File: src/hw/rtl/shll_pkg.sv
// Shared types and constants for the sliding-window HyperLogLog sketch.
// No dependencies; the RTL files refer to it by scoped names, the testbench files import it.
package shll_pkg;

   // Fixed field widths
   localparam int HASH_BITS      = 32;
   localparam int MODE_W         = 2;
   localparam int TIME_W         = 63;
   localparam int WIN_W          = 32;
   localparam int SUM_W          = 34;
   localparam int EMPTY_W        = 11;
   // Rank needs 5 bits: 23 ranks at the default index width
   localparam int RANK_W         = 5;
   // window_seconds * 10^6 fits in 52 bits
   localparam int SPAN_W         = 52;
   localparam int USEC_W         = 20;
   localparam logic [USEC_W-1:0] USEC_PER_SEC = USEC_W'(1000000);

   // Default number of register index bits
   localparam int INDEX_BITS_DEF = 10;

   // Request operation codes
   typedef enum logic [MODE_W-1:0] {
      MODE_ADD      = 2'd0,
      MODE_ESTIMATE = 2'd1,
      MODE_CLEAR    = 2'd2
   } mode_type;

   // Controller to datapath commands
   typedef struct packed {
      logic add_ld;    // capture an add request
      logic est_ld;    // capture estimate operands, clear accumulators
      logic cnt_rst;   // restart the slot sweep counter
      logic clr_wr;    // write zero at the sweep address, advance
      logic rd_step;   // read the sweep address, advance
      logic span_ld;   // register window length in microseconds
      logic thr_ld;    // register the threshold time
      logic rsp_ld;    // move the totals into the result register
   } cmd_type;

   // Datapath to controller status
   typedef struct packed {
      logic cnt_last;  // sweep counter sits at the last slot
      logic pipe_busy; // scan compare/accumulate stages still hold data
      logic rsp_busy;  // result register full and not being taken
   } status_type;

endpackage

File: src/hw/rtl/shll_ctrl.sv
// Sequencer for the sketch: request acceptance, clear sweeps and estimate scans.
// Depends on shll_pkg for the command/status structs and operation codes.
module shll_ctrl (
   input  logic                        clock,
   input  logic                        reset,
   input  logic                        req_valid,
   input  logic [shll_pkg::MODE_W-1:0] req_mode,
   output logic                        req_ready,
   input  shll_pkg::status_type        status,
   output shll_pkg::cmd_type           cmd
);

   typedef enum logic [2:0] {
      S_CLEAR,
      S_IDLE,
      S_SPAN,
      S_THRESH,
      S_SCAN,
      S_DRAIN,
      S_DONE
   } state_type;

   state_type state_ff, state_in;
   logic      ready_ff;
   logic      accept;

   assign accept    = req_valid && ready_ff;
   assign req_ready = ready_ff;

   // Next state and commands
   always_comb begin
      state_in = state_ff;
      cmd      = '0;
      case (state_ff)
         S_CLEAR: begin
            cmd.clr_wr = 1'b1;
            if (status.cnt_last) begin
               state_in = S_IDLE;
            end
         end
         S_IDLE: begin
            if (accept) begin
               case (req_mode)
                  shll_pkg::MODE_ADD: begin
                     cmd.add_ld = 1'b1;
                  end
                  shll_pkg::MODE_ESTIMATE: begin
                     cmd.est_ld  = 1'b1;
                     cmd.cnt_rst = 1'b1;
                     state_in    = S_SPAN;
                  end
                  shll_pkg::MODE_CLEAR: begin
                     cmd.cnt_rst = 1'b1;
                     state_in    = S_CLEAR;
                  end
                  default: begin
                     // unused code: transfer taken, nothing done
                  end
               endcase
            end
         end
         S_SPAN: begin
            cmd.span_ld = 1'b1;
            state_in    = S_THRESH;
         end
         S_THRESH: begin
            cmd.thr_ld = 1'b1;
            state_in   = S_SCAN;
         end
         S_SCAN: begin
            cmd.rd_step = 1'b1;
            if (status.cnt_last) begin
               state_in = S_DRAIN;
            end
         end
         S_DRAIN: begin
            if (!status.pipe_busy) begin
               state_in = S_DONE;
            end
         end
         S_DONE: begin
            if (!status.rsp_busy) begin
               cmd.rsp_ld = 1'b1;
               state_in   = S_IDLE;
            end
         end
         default: begin
            state_in = S_IDLE;
         end
      endcase
   end

   // State and registered ready; reset starts the clearing pass
   always_ff @(posedge clock) begin
      if (reset) begin
         state_ff <= S_CLEAR;
         ready_ff <= 1'b0;
      end else begin
         state_ff <= state_in;
         ready_ff <= (state_in == S_IDLE);
      end
   end

endmodule

File: config.mk
export PLATFORM = sky130hd
export DESIGN_NAME = shll_ctrl
export DESIGN_NICKNAME = d
export VERILOG_FILES = /design/src/hw/rtl/shll_pkg.sv /design/src/hw/rtl/shll_ctrl.sv
export SDC_FILE = /design/constraint.sdc
export NUM_CORES = 1
export LEC_CHECK = 0
export BUFFER_PORTS_ARGS = -buffer_cell sky130_fd_sc_hd__buf_2
export CAP_MARGIN = 15
export CORE_AREA = 2 2 39 41
export DETAILED_ROUTE_END_ITERATION = 8
export DIE_AREA = 0 0 41 43
export PLACE_DENSITY_LB_ADDON = 0.1
export SLEW_MARGIN = 15
export SYNTH_ARGS = -nofsm -noshare
export SYNTH_HDL_FRONTEND = slang
export SYNTH_SLANG_ARGS = --single-unit
File: constraint.sdc
create_clock -name clock -period 2.1 [get_ports clock]
set_input_delay 0.21 -clock clock [delete_from_list [all_inputs] [get_ports clock]]
set_output_delay 0.21 -clock clock [all_outputs]
set_load 0.05 [all_outputs]
==> out/results.env <==
WORST_R2R_ENDPOINT='req_ready'
RUN_STATUS='finished, final reports clean'
COMPOUND_GATE_PORTION_OF_THE_SYNTHESIZED_AREA=0.123
DETAIL_ROUTE.VIAS_PER_CELL=4.39
CTSHOLDBUFFERS=0
MAIN_COMBINATIONAL_CELL_FAMILY_BY_AREA_AFTER_SYNTHESIS='simple AND/OR/NAND/NOR gates'
SEQ_TOTAL_AREA_YOSYS=0.225
SYNTHESIS.INSTANCES=44
POST_ROUTE_FRACTION_OF_THE_PERIOD_CONSUMED_BY_THE_CRITICAL_PATH=0.799
TIMING.CRITICAL_PATH.FANOUT_MAX=9
MAXSLEWVIOLCOUNT=0
CELLLEAKAGEPOWER_uW=0.000208
DR_TOTAL_VIAS=334
REPORT.FINAL.SETUP_VIOL=0
DIE_AREA_SQ_UM=1760
SEQUENTIAL_CELL_AREA_SQ_UM=80.1
WORSTHOLDENDPOINT='state_ff[0]'
PEAKVDDDROP_mV=0.181
GRT_FIRST_PASS_WIRELENGTH_MM=1.10
FIN_WORST_SKEW_PS=1.38
FMAXACHIEVABLE_GHz=0.596
DRV_CAP=0
NUM-NETS-FINAL=72
RRSETUPSLACK_PS=850
LAYOUT.CELLS.MOST_COMMON_LIST='sky130_fd_sc_hd__buf_2 (16), sky130_fd_sc_hd__inv_1 (5), sky130_fd_sc_hd__nor2_1 (5)'
CTS_ROOT_BUFFER='sky130_fd_sc_hd__clkbuf_4'
FIRST_GLOBAL_VIAS=302
POST_CTS_RESIZE_COUNT=0
POST_SYNTH_XOR_AREA_FRACTION=0
YOSYS_REGISTER_BITS=4
HOLD_DEPTH=2
FINALHOLDVIOLATIONS=0
PATH_CLASS='register to primary output'
POWERDENSITY_nW_PER_UM2=548
CORE_AREA_SQ_UM=1380
DETAILEDROUTE.FIRSTITERATIONVIOLATIONS=1
CTS_MAX_PATH_BUFFERS=2
FINALCOREUTILIZATION=0.322
MULTIINPUTGATEAREA_SQ_UM=224
DRT_DRC_VIOLATIONS_LEFT=0
GRT_START_MAX_NET_PINS=12
WORST_PIN_SLEW_PS=417
POST-CTS-SETUP-BUFFER-COUNT=0
CTS_TREE='yes'
INSERTEDDIODECOUNT=0
POST_SYN_AREA_PER_CELL_SQ_UM=8.08
ARRIVAL_PS=1470
REQUIRED_PS=1890
TOTALNEGATIVESETUPSLACK_PS=0
SYNTH_WARNINGS=0
GLOBAL_ROUTE.USAGE.TOTAL=0.0930
SLEW-LIMIT-HEADROOM=0.722
HTREE_LEVELS=1
MOSTFREQUENTLAYOUTCELL='sky130_fd_sc_hd__buf_2'
HPWLAFTERDP_MICRONS=629
GRT_OVERFLOW_TOTAL=0
CRITICAL_PATH.REG2REG.STARTPOINT='state_ff[2]'
CTS_NUM_SINKS=4
RSZ0062_AT_GRT='false'
DETAILEDROUTE.FIRSTPASSITERATIONCOUNT=2
INSTANCES_NO_FILL=76
DRT.ANTENNA.VIOLATING_NETS=0
YOSYSUNIQUECELLTYPES=24
FINALWIRELENGTH_MICRONS=753
NUM_PORTS=17
SYNTHESIZED_NETLIST_NET_COUNT=54
SYN_TO_FINAL_GROWTH_PCT=25.4
CRITPATHCAPTURETYPE='primary output'
SYNTH_SIMPLE_GATE_AREA_SHARE=0.408
FIN_CRIT_PS=1680
WORST_R2R_PATH_DEPTH=4
NUMBER_OF_ANTENNA_VIOLATIONS_AT_THE_FIRST_CHECK_IN_GLOBAL_ROUTING=0
PLACE_CONGESTION=0.687
SYNTH_FA_HA_AREA_FRAC=0.0704
CLK_TRANSITION_REPORTED_PATHS_PS=40
HP-START='reset'
CTS_INSERTED_BUFFERS=3
SYNTH.CELL_AREA_SQ_UM=355
PLACED_CELLS_INCL_TAPS=73
TIGHTEST_HOLD_CHECK_TYPE='primary input to register'
STD_CELL_ROWS=14
SYNTHTOPCELLSBYAREA='sky130_fd_sc_hd__dfxtp_1 (23%), sky130_fd_sc_hd__nand2b_4 (7.7%), sky130_fd_sc_hd__ha_1 (7.0%)'
INITIAL_UTILIZATION=0.257
WL_PER_CELL_MICRONS=9.91
CRITPATHLAUNCHTYPE='register'
YOSYS.AREA.TOP_TYPE_SHARE=0.225
YOSYS.AREA.TOP_TYPE='sky130_fd_sc_hd__dfxtp_1'
PORTBUFFERS=16
DRIVE_GT1_FRAC=0.400
FINAL.FILL_COUNT=161
DIE_W_MICRONS=41
DIE_H_MICRONS=43
WORST_SKEW_PAIR.LATE_LATENCY_PS=230
MUXSHAREOFSYNTHAREA=0.0282
## sequential cells by signal, indices dropped and copies added, names as in the netlist
name,flops
state_ff,3
req_ready,1
## Yosys cell counts
| master | number |
|---|---|
| sky130_fd_sc_hd__a21oi_1 | 1 |
| sky130_fd_sc_hd__a31oi_1 | 1 |
| sky130_fd_sc_hd__a31oi_2 | 1 |
| sky130_fd_sc_hd__and2_1 | 3 |
| sky130_fd_sc_hd__and3_1 | 1 |
| sky130_fd_sc_hd__buf_4 | 1 |
| sky130_fd_sc_hd__buf_6 | 1 |
| sky130_fd_sc_hd__clkbuf_8 | 1 |
| sky130_fd_sc_hd__dfxtp_1 | 4 |
| sky130_fd_sc_hd__ha_1 | 2 |
| sky130_fd_sc_hd__inv_1 | 5 |
| sky130_fd_sc_hd__mux2i_1 | 1 |
| sky130_fd_sc_hd__nand2_1 | 3 |
| sky130_fd_sc_hd__nand2b_1 | 1 |
| sky130_fd_sc_hd__nand2b_4 | 2 |
| sky130_fd_sc_hd__nand3_1 | 3 |
| sky130_fd_sc_hd__nand4_1 | 2 |
| sky130_fd_sc_hd__nor2_1 | 5 |
| sky130_fd_sc_hd__nor2b_1 | 1 |
| sky130_fd_sc_hd__nor3_1 | 1 |
| sky130_fd_sc_hd__nor3_2 | 1 |
| sky130_fd_sc_hd__nor3b_1 | 1 |
| sky130_fd_sc_hd__o21ai_0 | 1 |
| sky130_fd_sc_hd__o221ai_2 | 1 |
## worst max path at each step
| stage | from | end | slack, ps | cells past startpoint |
|---|---|---|---|---|
| 2_1_floorplan | state_ff[2] | cmd[3] | 270 | 2 |
| 3_3_place_gp | state_ff[2] | cmd[6] | 650 | 4 |
| 3_5_place_dp | state_ff[0] | cmd[6] | 650 | 4 |
| 4_1_cts | state_ff[0] | cmd[6] | 390 | 4 |
| 5_1_grt | state_ff[0] | cmd[5] | 320 | 4 |
| 6_report | state_ff[0] | cmd[6] | 420 | 4 |
## metrics by stage
step	worst slack, ps	instance area, sq um	power (uW)	hold WS [ps]
after detailed placement	655	423	150	423
after global placement	653	423	151	423
after global routing	321	445	255	186
final	421	445	244	182
after CTS	395	445	250	174
after floorplan	269	355	137	279
## metal layers
| metal | routed length, microns | vias to the layer above | track usage |
|---|---|---|---|
| met5 | 0 | - | 0 |
| met4 | 0 | 0 | 0.0600 |
| met3 | 41 | 0 | 0.0157 |
| met2 | 383 | 9 | 0.144 |
| met1 | 328 | 146 | 0.111 |
| li1 | - | 179 | - |
## layout make-up
cell class / instances / area share
tap: 16 / 0.0449
clock buffer: 3 / 0.0506
multi-input combinational: 32 / 0.503
timing repair buffer: 16 / 0.180
sequential: 4 / 0.180
inverter: 5 / 0.0421
## logic make-up after synthesis
kind of cell	count (synthesis)
AO/OA/AOI/OAI	5
adder cells (fa/ha/maj)	2
flip-flops	4
AND/OR/NAND/NOR	24
multiplexers	1
buffers and inverters	8
## report_power, final
group	leakage [uW]	switching [uW]	internal (uW)
Clock	0.0000138	31.5	63.9
Sequential	0.0000327	8.25	81.2
Combinational	0.000161	36.5	22.4
## worst max-delay path, stage by stage (launching register included)
cell	delay, ps
sky130_fd_sc_hd__dfxtp_1	510
sky130_fd_sc_hd__nand2b_4	100
sky130_fd_sc_hd__nor3_2	220
sky130_fd_sc_hd__and2_1	150
sky130_fd_sc_hd__buf_2	250
Power figures use the tool's default switching activity.
